<file path="config.mk">
export PLATFORM = sky130hd
export DESIGN_NAME = dense_shortest_path_distances
export DESIGN_NICKNAME = d
export VERILOG_FILES = /design/src/sv/dsp_pkg.sv /design/src/sv/dsp_ram.sv /design/src/sv/dsp_alu.sv /design/src/sv/dense_shortest_path_distances.sv
export SDC_FILE = /design/constraint.sdc
export NUM_CORES = 2
export LEC_CHECK = 0
export BUFFER_PORTS_ARGS = -buffer_cell sky130_fd_sc_hd__buf_4
export CORE_ASPECT_RATIO = 0.6
export CORE_MARGIN = 1
export CORE_UTILIZATION = 50
export DETAILED_ROUTE_END_ITERATION = 6
export PLACE_DENSITY = 0.8
export SKIP_CTS_REPAIR_TIMING = 1
export SYNTH_ARGS = -nofsm -noshare
export SYNTH_HDL_FRONTEND = slang
export SYNTH_SLANG_ARGS = --single-unit
</file>
<file path="constraint.sdc">
create_clock -name i_clk -period 5.9 [get_ports i_clk]
set_input_delay 0.885 -clock i_clk [delete_from_list [all_inputs] [get_ports i_clk]]
set_output_delay 0.885 -clock i_clk [all_outputs]
set_load 0.02 [all_outputs]
</file>
<file path="src/sv/dsp_pkg.sv">
// Shared types and constants of the dense shortest-path distance block.
// No dependencies; imported by dsp_alu, the top level and the testbench.
package dsp_pkg;

    localparam int MAX_NODES_DEF   = 16;
    localparam int WEIGHT_BITS_DEF = 10;
    localparam int MIN_NODES       = 2;

    localparam logic [15:0] DIST_MAX       = 16'hFFFF;
    localparam logic [4:0]  NODE_COUNT_RST = 5'd16;
    localparam logic [15:0] INF_THRESH_RST = 16'd1000;

    localparam int CFG_IDX_W  = 1;
    localparam int CFG_DATA_W = 16;

    localparam logic [CFG_IDX_W-1:0] CFG_NODE_COUNT = 1'b0;
    localparam logic [CFG_IDX_W-1:0] CFG_INF_THRESH = 1'b1;

    localparam logic CMD_WRITE = 1'b0;
    localparam logic CMD_QUERY = 1'b1;

    typedef enum logic [2:0] {
        ST_IDLE,
        ST_INIT,
        ST_SELECT,
        ST_RELAX,
        ST_OUT
    } t_state;

    typedef enum logic {
        ALU_MIN,
        ALU_RELAX
    } t_alu_op;

    typedef struct packed {
        t_alu_op op;
        logic    live;
    } t_alu_req;

endpackage

</file>
<file path="src/sv/dsp_ram.sv">
// Simple dual-port RAM: one write port, one read port with registered data.
// Depends on nothing outside itself; used for weights and distances.
module dsp_ram #(
    parameter int DEPTH = 16,
    parameter int WIDTH = 16
) (
    input  logic                     i_clk,
    input  logic                     i_we,
    input  logic [$clog2(DEPTH)-1:0] i_waddr,
    input  logic [WIDTH-1:0]         i_wdata,
    input  logic                     i_re,
    input  logic [$clog2(DEPTH)-1:0] i_raddr,
    output logic [WIDTH-1:0]         o_rdata
);

    logic [WIDTH-1:0] r_mem [DEPTH];
    logic [WIDTH-1:0] r_rdata;

    always_ff @(posedge i_clk) begin
        if (i_we) begin
            r_mem[i_waddr] <= i_wdata;
        end
    end

    // hold read data until the next read
    always_ff @(posedge i_clk) begin
        if (i_re) begin
            r_rdata <= r_mem[i_raddr];
        end
    end

    assign o_rdata = r_rdata;

endmodule

</file>
<file path="src/sv/dsp_alu.sv">
// Shared compare/add unit: minimum search and saturated relaxation.
// Depends on dsp_pkg.
module dsp_alu
    import dsp_pkg::*;
#(
    parameter int DW = 16,
    parameter int WB = 10
) (
    input  t_alu_req        i_req,
    input  logic [DW-1:0]   i_dist,
    input  logic [DW-1:0]   i_ref,
    input  logic [WB-1:0]   i_weight,
    output logic            o_take,
    output logic [DW-1:0]   o_value
);

    logic [DW:0]   sum;
    logic [DW-1:0] sat;

    always_comb begin
        sum = {1'b0, i_ref} + (DW+1)'(i_weight);
        sat = (sum > (DW+1)'(DIST_MAX)) ? DW'(DIST_MAX) : sum[DW-1:0];
        case (i_req.op)
            ALU_MIN: begin
                o_take  = i_req.live && (i_dist < i_ref);
                o_value = i_dist;
            end
            ALU_RELAX: begin
                o_take  = i_req.live && (i_dist > sat);
                o_value = sat;
            end
            default: begin
                o_take  = 1'b0;
                o_value = i_dist;
            end
        endcase
    end

endmodule

</file>
<file path="src/sv/dense_shortest_path_distances.sv">
// Top level: sequencer for dense shortest-path distances over a weight RAM.
// Depends on dsp_pkg, dsp_ram and dsp_alu.
//
//  channel | direction | handshake                    | word
//  --------+-----------+------------------------------+------------------------------------
//  in      | input     | i_in_valid / o_in_ready      | cmd, row, col, weight, source
//  out     | output    | o_out_valid / i_out_ready    | target_node, distance, last
//  cfg     | input     | i_cfg_we                     | i_cfg_addr, i_cfg_data
//
// A weight write is stored when the word is accepted. A query loads the source row,
// then runs n-2 rounds (one pass through the distance RAM for the minimum, one
// for relaxation, both on the shared compare/add unit), then streams the n results;
// no new input word is taken until the last result has been issued.
// Synchronous active-low reset clears control state; RAMs hold no reset.
// A stalled output holds the result stream; the last word can wait while the
// next input word is accepted.
module dense_shortest_path_distances
    import dsp_pkg::*;
#(
    parameter int MAX_NODES   = MAX_NODES_DEF,
    parameter int WEIGHT_BITS = WEIGHT_BITS_DEF
) (
    input  logic                  i_clk,
    input  logic                  i_rst_n,
    input  logic                  i_cfg_we,
    input  logic [CFG_IDX_W-1:0]  i_cfg_addr,
    input  logic [CFG_DATA_W-1:0] i_cfg_data,
    input  logic                  i_in_valid,
    output logic                  o_in_ready,
    input  logic                  i_cmd,
    input  logic [3:0]            i_row_node,
    input  logic [3:0]            i_col_node,
    input  logic [9:0]            i_edge_weight,
    input  logic [3:0]            i_source_node,
    output logic                  o_out_valid,
    input  logic                  i_out_ready,
    output logic [3:0]            o_target_node,
    output logic [15:0]           o_distance,
    output logic                  o_last
);

    localparam int NB = $clog2(MAX_NODES);
    localparam int CW = $clog2(MAX_NODES + 1);
    localparam int AW = $clog2(MAX_NODES * MAX_NODES);
    localparam int DW = (WEIGHT_BITS > 16) ? WEIGHT_BITS : 16;

    t_state r_state, n_state;

    logic [4:0]           r_node_count;
    logic [15:0]          r_thresh;
    logic [CW-1:0]        r_idx, n_idx;
    logic                 r_pend, n_pend;
    logic [NB-1:0]        r_pidx, n_pidx;
    logic [MAX_NODES-1:0] r_mask, n_mask;
    logic [DW-1:0]        r_min, n_min;
    logic [NB-1:0]        r_best, n_best;
    logic [DW-1:0]        r_bdist, n_bdist;
    logic [CW-1:0]        r_round, n_round;
    logic [CW-1:0]        r_n, n_n;
    logic [3:0]           r_src, n_src;
    logic                 r_src_ok, n_src_ok;

    logic                 r_ovalid;
    logic [3:0]           r_otarget;
    logic [15:0]          r_odist;
    logic                 r_olast;

    logic                   w_we, w_re;
    logic [AW-1:0]          w_waddr, w_raddr;
    logic [WEIGHT_BITS-1:0] w_wdata, w_rdata;
    logic                   d_we, d_re;
    logic [NB-1:0]          d_waddr, d_raddr;
    logic [DW-1:0]          d_wdata, d_rdata;

    t_alu_req      alu_req;
    logic          alu_take;
    logic [DW-1:0] alu_value;

    logic          in_acc, out_free, issue, out_issue, scan_done, out_done, o_load;
    logic [CW-1:0] n_clamp;
    logic [NB-1:0] rd_row, sel_best;

    assign in_acc   = i_in_valid && o_in_ready;
    assign out_free = !r_ovalid || i_out_ready;
    assign issue    = (r_idx < r_n);
    assign out_issue = issue && (!r_pend || out_free);
    assign scan_done = r_pend && !issue;
    assign out_done  = !issue && (!r_pend || out_free);
    assign sel_best  = alu_take ? r_pidx : r_best;

    always_comb begin
        int nc;
        nc = 32'(r_node_count);
        if (nc < MIN_NODES) begin
            nc = MIN_NODES;
        end
        if (nc > MAX_NODES) begin
            nc = MAX_NODES;
        end
        n_clamp = CW'(nc);
    end

    dsp_ram #(.DEPTH(MAX_NODES * MAX_NODES), .WIDTH(WEIGHT_BITS)) u_weight_ram (
        .i_clk   (i_clk),
        .i_we    (w_we),
        .i_waddr (w_waddr),
        .i_wdata (w_wdata),
        .i_re    (w_re),
        .i_raddr (w_raddr),
        .o_rdata (w_rdata)
    );

    dsp_ram #(.DEPTH(MAX_NODES), .WIDTH(DW)) u_dist_ram (
        .i_clk   (i_clk),
        .i_we    (d_we),
        .i_waddr (d_waddr),
        .i_wdata (d_wdata),
        .i_re    (d_re),
        .i_raddr (d_raddr),
        .o_rdata (d_rdata)
    );

    dsp_alu #(.DW(DW), .WB(WEIGHT_BITS)) u_alu (
        .i_req    (alu_req),
        .i_dist   (d_rdata),
        .i_ref    ((r_state == ST_RELAX) ? r_bdist : r_min),
        .i_weight (w_rdata),
        .o_take   (alu_take),
        .o_value  (alu_value)
    );

    // next state
    always_comb begin
        n_state = r_state;
        case (r_state)
            ST_IDLE: begin
                if (in_acc && (i_cmd == CMD_QUERY)) begin
                    n_state = ST_INIT;
                end
            end
            ST_INIT: begin
                if (scan_done) begin
                    n_state = (r_round != '0) ? ST_SELECT : ST_OUT;
                end
            end
            ST_SELECT: begin
                if (scan_done) begin
                    n_state = ST_RELAX;
                end
            end
            ST_RELAX: begin
                if (scan_done) begin
                    n_state = (r_round == CW'(1)) ? ST_OUT : ST_SELECT;
                end
            end
            ST_OUT: begin
                if (out_done) begin
                    n_state = ST_IDLE;
                end
            end
            default: n_state = ST_IDLE;
        endcase
    end

    // datapath and memory control
    always_comb begin
        n_idx    = r_idx;
        n_pend   = r_pend;
        n_pidx   = r_pidx;
        n_mask   = r_mask;
        n_min    = r_min;
        n_best   = r_best;
        n_bdist  = r_bdist;
        n_round  = r_round;
        n_n      = r_n;
        n_src    = r_src;
        n_src_ok = r_src_ok;
        o_load   = 1'b0;

        rd_row  = (r_state == ST_INIT) ? NB'(r_src) : r_best;
        w_raddr = AW'(AW'(rd_row) * AW'(MAX_NODES) + AW'(r_idx[NB-1:0]));
        w_re    = 1'b0;
        w_we    = 1'b0;
        w_waddr = AW'(AW'(i_row_node) * AW'(MAX_NODES) + AW'(i_col_node));
        w_wdata = WEIGHT_BITS'(i_edge_weight);
        d_re    = 1'b0;
        d_raddr = r_idx[NB-1:0];
        d_we    = 1'b0;
        d_waddr = r_pidx;
        d_wdata = alu_value;
        alu_req = '{op: ALU_MIN, live: 1'b0};

        case (r_state)
            ST_IDLE: begin
                if (in_acc) begin
                    if (i_cmd == CMD_WRITE) begin
                        w_we = (32'(i_row_node) < MAX_NODES) && (32'(i_col_node) < MAX_NODES);
                    end else begin
                        n_n      = n_clamp;
                        n_round  = CW'(n_clamp - CW'(MIN_NODES));
                        n_src    = i_source_node;
                        n_src_ok = (32'(i_source_node) < MAX_NODES);
                        n_mask   = '0;
                        n_idx    = '0;
                        n_pend   = 1'b0;
                    end
                end
            end
            ST_INIT: begin
                w_re   = issue;
                n_pend = issue;
                n_pidx = r_idx[NB-1:0];
                n_idx  = issue ? CW'(r_idx + CW'(1)) : r_idx;
                if (r_pend) begin
                    d_we    = 1'b1;
                    d_wdata = r_src_ok ? DW'(w_rdata) : '0;
                    n_mask[r_pidx] = (32'(r_pidx) != 32'(r_src));
                end
                if (scan_done) begin
                    n_idx  = '0;
                    n_pend = 1'b0;
                    n_min  = DW'(r_thresh);
                    n_best = '0;
                end
            end
            ST_SELECT: begin
                d_re    = issue;
                n_pend  = issue;
                n_pidx  = r_idx[NB-1:0];
                n_idx   = issue ? CW'(r_idx + CW'(1)) : r_idx;
                alu_req = '{op: ALU_MIN, live: r_pend && r_mask[r_pidx]};
                if (r_pend) begin
                    // bdist tracks the distance of the current pick, node 0 included
                    if (alu_take) begin
                        n_min   = d_rdata;
                        n_best  = r_pidx;
                        n_bdist = d_rdata;
                    end else if (r_pidx == '0) begin
                        n_bdist = d_rdata;
                    end
                end
                if (scan_done) begin
                    n_idx  = '0;
                    n_pend = 1'b0;
                    n_mask[sel_best] = 1'b0;
                end
            end
            ST_RELAX: begin
                d_re    = issue;
                w_re    = issue;
                n_pend  = issue;
                n_pidx  = r_idx[NB-1:0];
                n_idx   = issue ? CW'(r_idx + CW'(1)) : r_idx;
                alu_req = '{op: ALU_RELAX, live: r_pend && r_mask[r_pidx]};
                d_we    = alu_take;
                if (scan_done) begin
                    n_idx   = '0;
                    n_pend  = 1'b0;
                    n_round = CW'(r_round - CW'(1));
                    n_min   = DW'(r_thresh);
                    n_best  = '0;
                end
            end
            ST_OUT: begin
                d_re   = out_issue;
                n_pidx = out_issue ? r_idx[NB-1:0] : r_pidx;
                n_idx  = out_issue ? CW'(r_idx + CW'(1)) : r_idx;
                o_load = r_pend && out_free;
                n_pend = out_issue || (r_pend && !out_free);
                if (out_done) begin
                    n_idx  = '0;
                    n_pend = 1'b0;
                end
            end
            default: begin
                n_idx  = '0;
                n_pend = 1'b0;
            end
        endcase
    end

    always_ff @(posedge i_clk) begin
        if (!i_rst_n) begin
            r_state      <= ST_IDLE;
            r_idx        <= '0;
            r_pend       <= 1'b0;
            r_mask       <= '0;
            r_ovalid     <= 1'b0;
            r_node_count <= NODE_COUNT_RST;
            r_thresh     <= INF_THRESH_RST;
        end else begin
            r_state <= n_state;
            r_idx   <= n_idx;
            r_pend  <= n_pend;
            r_mask  <= n_mask;
            if (o_load) begin
                r_ovalid <= 1'b1;
            end else if (i_out_ready) begin
                r_ovalid <= 1'b0;
            end
            if (i_cfg_we) begin
                case (i_cfg_addr)
                    CFG_NODE_COUNT: r_node_count <= i_cfg_data[4:0];
                    CFG_INF_THRESH: r_thresh     <= i_cfg_data;
                    default: ;
                endcase
            end
        end
    end

    always_ff @(posedge i_clk) begin
        r_pidx   <= n_pidx;
        r_min    <= n_min;
        r_best   <= n_best;
        r_bdist  <= n_bdist;
        r_round  <= n_round;
        r_n      <= n_n;
        r_src    <= n_src;
        r_src_ok <= n_src_ok;
        if (o_load) begin
            r_otarget <= 4'(r_pidx);
            r_odist   <= d_rdata[15:0];
            r_olast   <= (32'(r_pidx) + 1 == 32'(r_n));
        end
    end

    assign o_in_ready    = (r_state == ST_IDLE);
    assign o_out_valid   = r_ovalid;
    assign o_target_node = r_otarget;
    assign o_distance    = r_odist;
    assign o_last        = r_olast;

endmodule

</file>
==> results.toml <==
[cells_and_area]
nNetsFinal = 5880
drive_above_1_share_pct = 24.6
ff_latch_area_sq_um = 88500
area_growth_syn_to_layout_pct = 11.1
fin_util_pct = 56.2
final_common_cell = "edfxtp_1"
final_cell_mix = "2917 x edfxtp_1, 802 x mux4_2, 431 x nand2_1"
multi_input_area_sq_um = 26700
layoutNonFillerInstCount = 9089
nFillCells = 16200

[global_route]
grt.total_usage_pct = 25.8
grt_overflow = 0
grt_max_degree = 186
grt_pass1_vias = 59200
antenna_found_initial = 35
grt_pass1_wl_um = 434000

[critical_path]
crit_path_start_kind = "register"
regToRegSetupSlack_ns = 0.23
cpMaxStageDelayCell = "or4_4"
timing.rr.start = "r_state[2]$_SDFFE_PN0P_"
crit_type = "register to register"
path_delay_family = "compound AO/OA/AOI/OAI gates"
crit_cells = 19
crit_chain = "nand3b_1 > mux2_2 > ha_1 > fa_1 > a21o_1 > a21oi_2 > o21ai_1 > a31oi_2 > o21a_1 > nor3_1 > mux2_2 > ha_1 > nand4_1 > or4_4 > o211ai_4 > and3_4 > nand2_1 > a21boi_1 > buf_12"
end_kind = "register"
crit_required_ns = 6.49
cpPeakStageDelay_ns = 0.61
r2r_cells = 19
crit_path_start = "r_state[2]$_SDFFE_PN0P_"
crit_end = "r_min[7]$_DFFE_PP_"
crit_fanout = 16
cp_num_buf_inv = 1
r2r_end = "r_min[7]$_DFFE_PP_"
worstPathArrival_ns = 6.27

[route]
dr.first_iter.drc_count = 10300
vias_per_cell = 6.68
wirelength_um = 304000
vias = 60700
firstDrtPassIters = 7
dr_wl_met2_um = 131000
wl_met1_um = 114000
drc = 2
wl_per_cell_um = 33.4
postRouteAntennaNets = 0
highest_layer = "met5"
routed-wl-met3_um = 50100

[synthesis]
synth_edf_count = 2917
synthFlopType = "edfxtp_1"
yosysSeqAreaShare_pct = 76.0
synthCells = 5569
yosysUniqueCellTypes = 74
syn_avg_cell_area_sq_um = 20.9
async_flop_share_pct = 0
synth_area_sq_um = 117000
yosysWarnings = 0
syn-num-nets = 5670
ys_ff_latch = 2964

[sta]
finalSetupViolCount = 0
hold_ws_ns = 0.223
period_share_pct = 96.2
slew-limit-headroom_pct = 7.22
rsz0062_at_grt = "yes"
finalClockSkew_ns = 0.0532
fmax_ghz = 0.176
slew_viol_final = 0
setup-tns-final_ns = 0
worst_slack_ns = 0.226
hold_viol = 0
min_period_ns = 5.67
worstMarginPinSlew_ns = 1.39

[pwr]
leakagePower_nw = 39.4
p_per_area_nw_per_um2 = 323
ir_drop_v = 0.000313

[worst_hold_path]
hold_path.class = "input port to register"

[placement]
dp.cells = 8633
port_buffers = 67
hpwl_um = 183000
gp_congestion = 0.913
dp_slack_ns = -0.193

[clocking]
cts-root-buf = "clkbuf_16"
cts.sinks = 2964
htreeDepth = 4
clkTransAtPathRegs_ns = 0.07
insertion_delay_ns = 0.90
cts_tree = "yes"
cts_buffers = 245
cts_max_path_buffers = 4

[floorplan]
rows = 136
die_area_sq_um = 235000
die_height_um = 376
start_util_pct = 50.6
die_x_um = 625
io_pins = 68
core_sq_um = 230000

[run_status]
violations = "design-rule violations"
outcome = "finished with violations"

[flow_run]
cap_violations = 0
[logic make-up (layout without fill, tap and decap cells)]
logic type	Yosys count	in the layout	synth area share, %
DFF	2964	2964	76.0
adders and majority gates	56	56	0.608
buffers and inverters	320	729	1.30
AOI/OAI and AO/OA	316	316	1.91
xor gates and xnor gates	23	23	0.173
muxes	907	907	16.4
and+or+nand+nor	983	983	3.62
other	0	6	0
[final cells by class]
cell class                      count  share of cell area (%)
Clock inverter                    153                    1.02
Clock buffer                      293                    4.91
Sequential cell                  2964                    68.4
Multi-Input combinational cell   2285                    20.6
Timing Repair Buffer              251                    2.01
Inverter                           32                  0.0927
Tap cell                         3105                    3.00
Antenna cell                        6                  0.0116
[layer usage]
layer	vias to the layer above	track usage, %
met3	607	9.98
li1	23500	-
met1	31500	37.7
met2	5113	36.4
met4	40	6.63
met5	-	0
[stage by stage]
step / area [sq um] / total power, mW
final: 130000 / 41.8
after global routing: 130000 / 42.7
after CTS: 129000 / 41.8
after detailed placement: 122000 / 26.1
after global placement: 122000 / 26.0
after floorplan: 117000 / 25.0
[synth_stat cells (4+ instances only)]
cell | instances | share of area, %
a31oi_1 | 15 | 0.081
nor3_2 | 5 | 0.043
nand4_1 | 29 | 0.16
ha_1 | 55 | 0.59
nand2_1 | 433 | 1.4
buf_2 | 74 | 0.32
xor2_1 | 5 | 0.038
mux2_2 | 4 | 0.039
a22oi_1 | 9 | 0.058
mux4_2 | 802 | 15
nor2b_1 | 19 | 0.10
o22ai_1 | 18 | 0.097
nor4_1 | 6 | 0.032
clkbuf_1 | 136 | 0.44
xnor2_1 | 18 | 0.14
o211ai_1 | 4 | 0.026
edfxtp_1 | 2917 | 75
a32oi_1 | 84 | 0.63
nor3_1 | 14 | 0.060
buf_6 | 4 | 0.039
a21o_1 | 9 | 0.058
buf_4 | 52 | 0.33
mux2i_1 | 100 | 0.86
nand3_1 | 50 | 0.21
nor2_2 | 6 | 0.032
a211oi_1 | 5 | 0.032
a221o_1 | 13 | 0.11
a21oi_1 | 75 | 0.32
o21ai_1 | 10 | 0.043
o21ai_0 | 44 | 0.19
nand2b_1 | 14 | 0.075
inv_1 | 32 | 0.10
buf_1 | 22 | 0.071
dfxtp_1 | 47 | 0.81
nor2_1 | 356 | 1.1
and2_1 | 7 | 0.038
and3_1 | 11 | 0.059
and4_1 | 10 | 0.075
[worst register-to-register path, cell delays in order, from the launching register on]
cell	delay [ns]
dfxtp_1	0.33
nand3b_1	0.17
mux2_2	0.38
ha_1	0.22
fa_1	0.44
a21o_1	0.23
a21oi_2	0.17
o21ai_1	0.10
a31oi_2	0.25
o21a_1	0.24
nor3_1	0.11
mux2_2	0.32
ha_1	0.29
nand4_1	0.14
or4_4	0.61
o211ai_4	0.27
and3_4	0.32
nand2_1	0.24
a21boi_1	0.35
buf_12	0.20
[power breakdown]
group | leakage [nW] | total (mW) | internal [mW] | switching [mW]
Combinational | 9.05 | 2.51 | 0.946 | 1.56
Clock | 3.75 | 16.1 | 8.56 | 7.56
Sequential | 26.6 | 23.2 | 23.1 | 0.0645
Total | 39.4 | 41.8 | 32.6 | 9.19
[sequential cells by signal, summed over array words and instances, names as in the netlist]
signal and flops:
u_weight_ram.r_mem 2560, u_dist_ram.r_mem 256, o_distance 16, r_bdist 16, r_mask 16, r_min 16, r_thresh 16, u_dist_ram.o_rdata 16
u_weight_ram.o_rdata 10, r_idx 5, r_n 5, r_node_count 5, r_round 5, d_waddr 4, o_target_node 4, r_best 4
r_src 4, r_state 3, o_last 1, o_out_valid 1, r_pend 1
[how the worst min path moves through the flow]
| stage | end | start | cells past startpoint |
|---|---|---|---|
| after floorplan | o_target_node[2]$_DFFE_PP_ | d_waddr[2]$_DFFE_PP_ | 0 |
| after global placement | r_thresh[11]$_SDFFE_PN0P_ | r_thresh[11]$_SDFFE_PN0P_ | 2 |
| after detailed placement | r_thresh[15]$_SDFFE_PN0P_ | r_thresh[15]$_SDFFE_PN0P_ | 2 |
| after CTS | r_src[2]$_DFFE_PP_ | i_source_node[2] | 1 |
| after global routing | r_src[2]$_DFFE_PP_ | i_source_node[2] | 1 |
| final | r_src[2]$_DFFE_PP_ | i_source_node[2] | 1 |
Power figures use the tool's default switching activity.
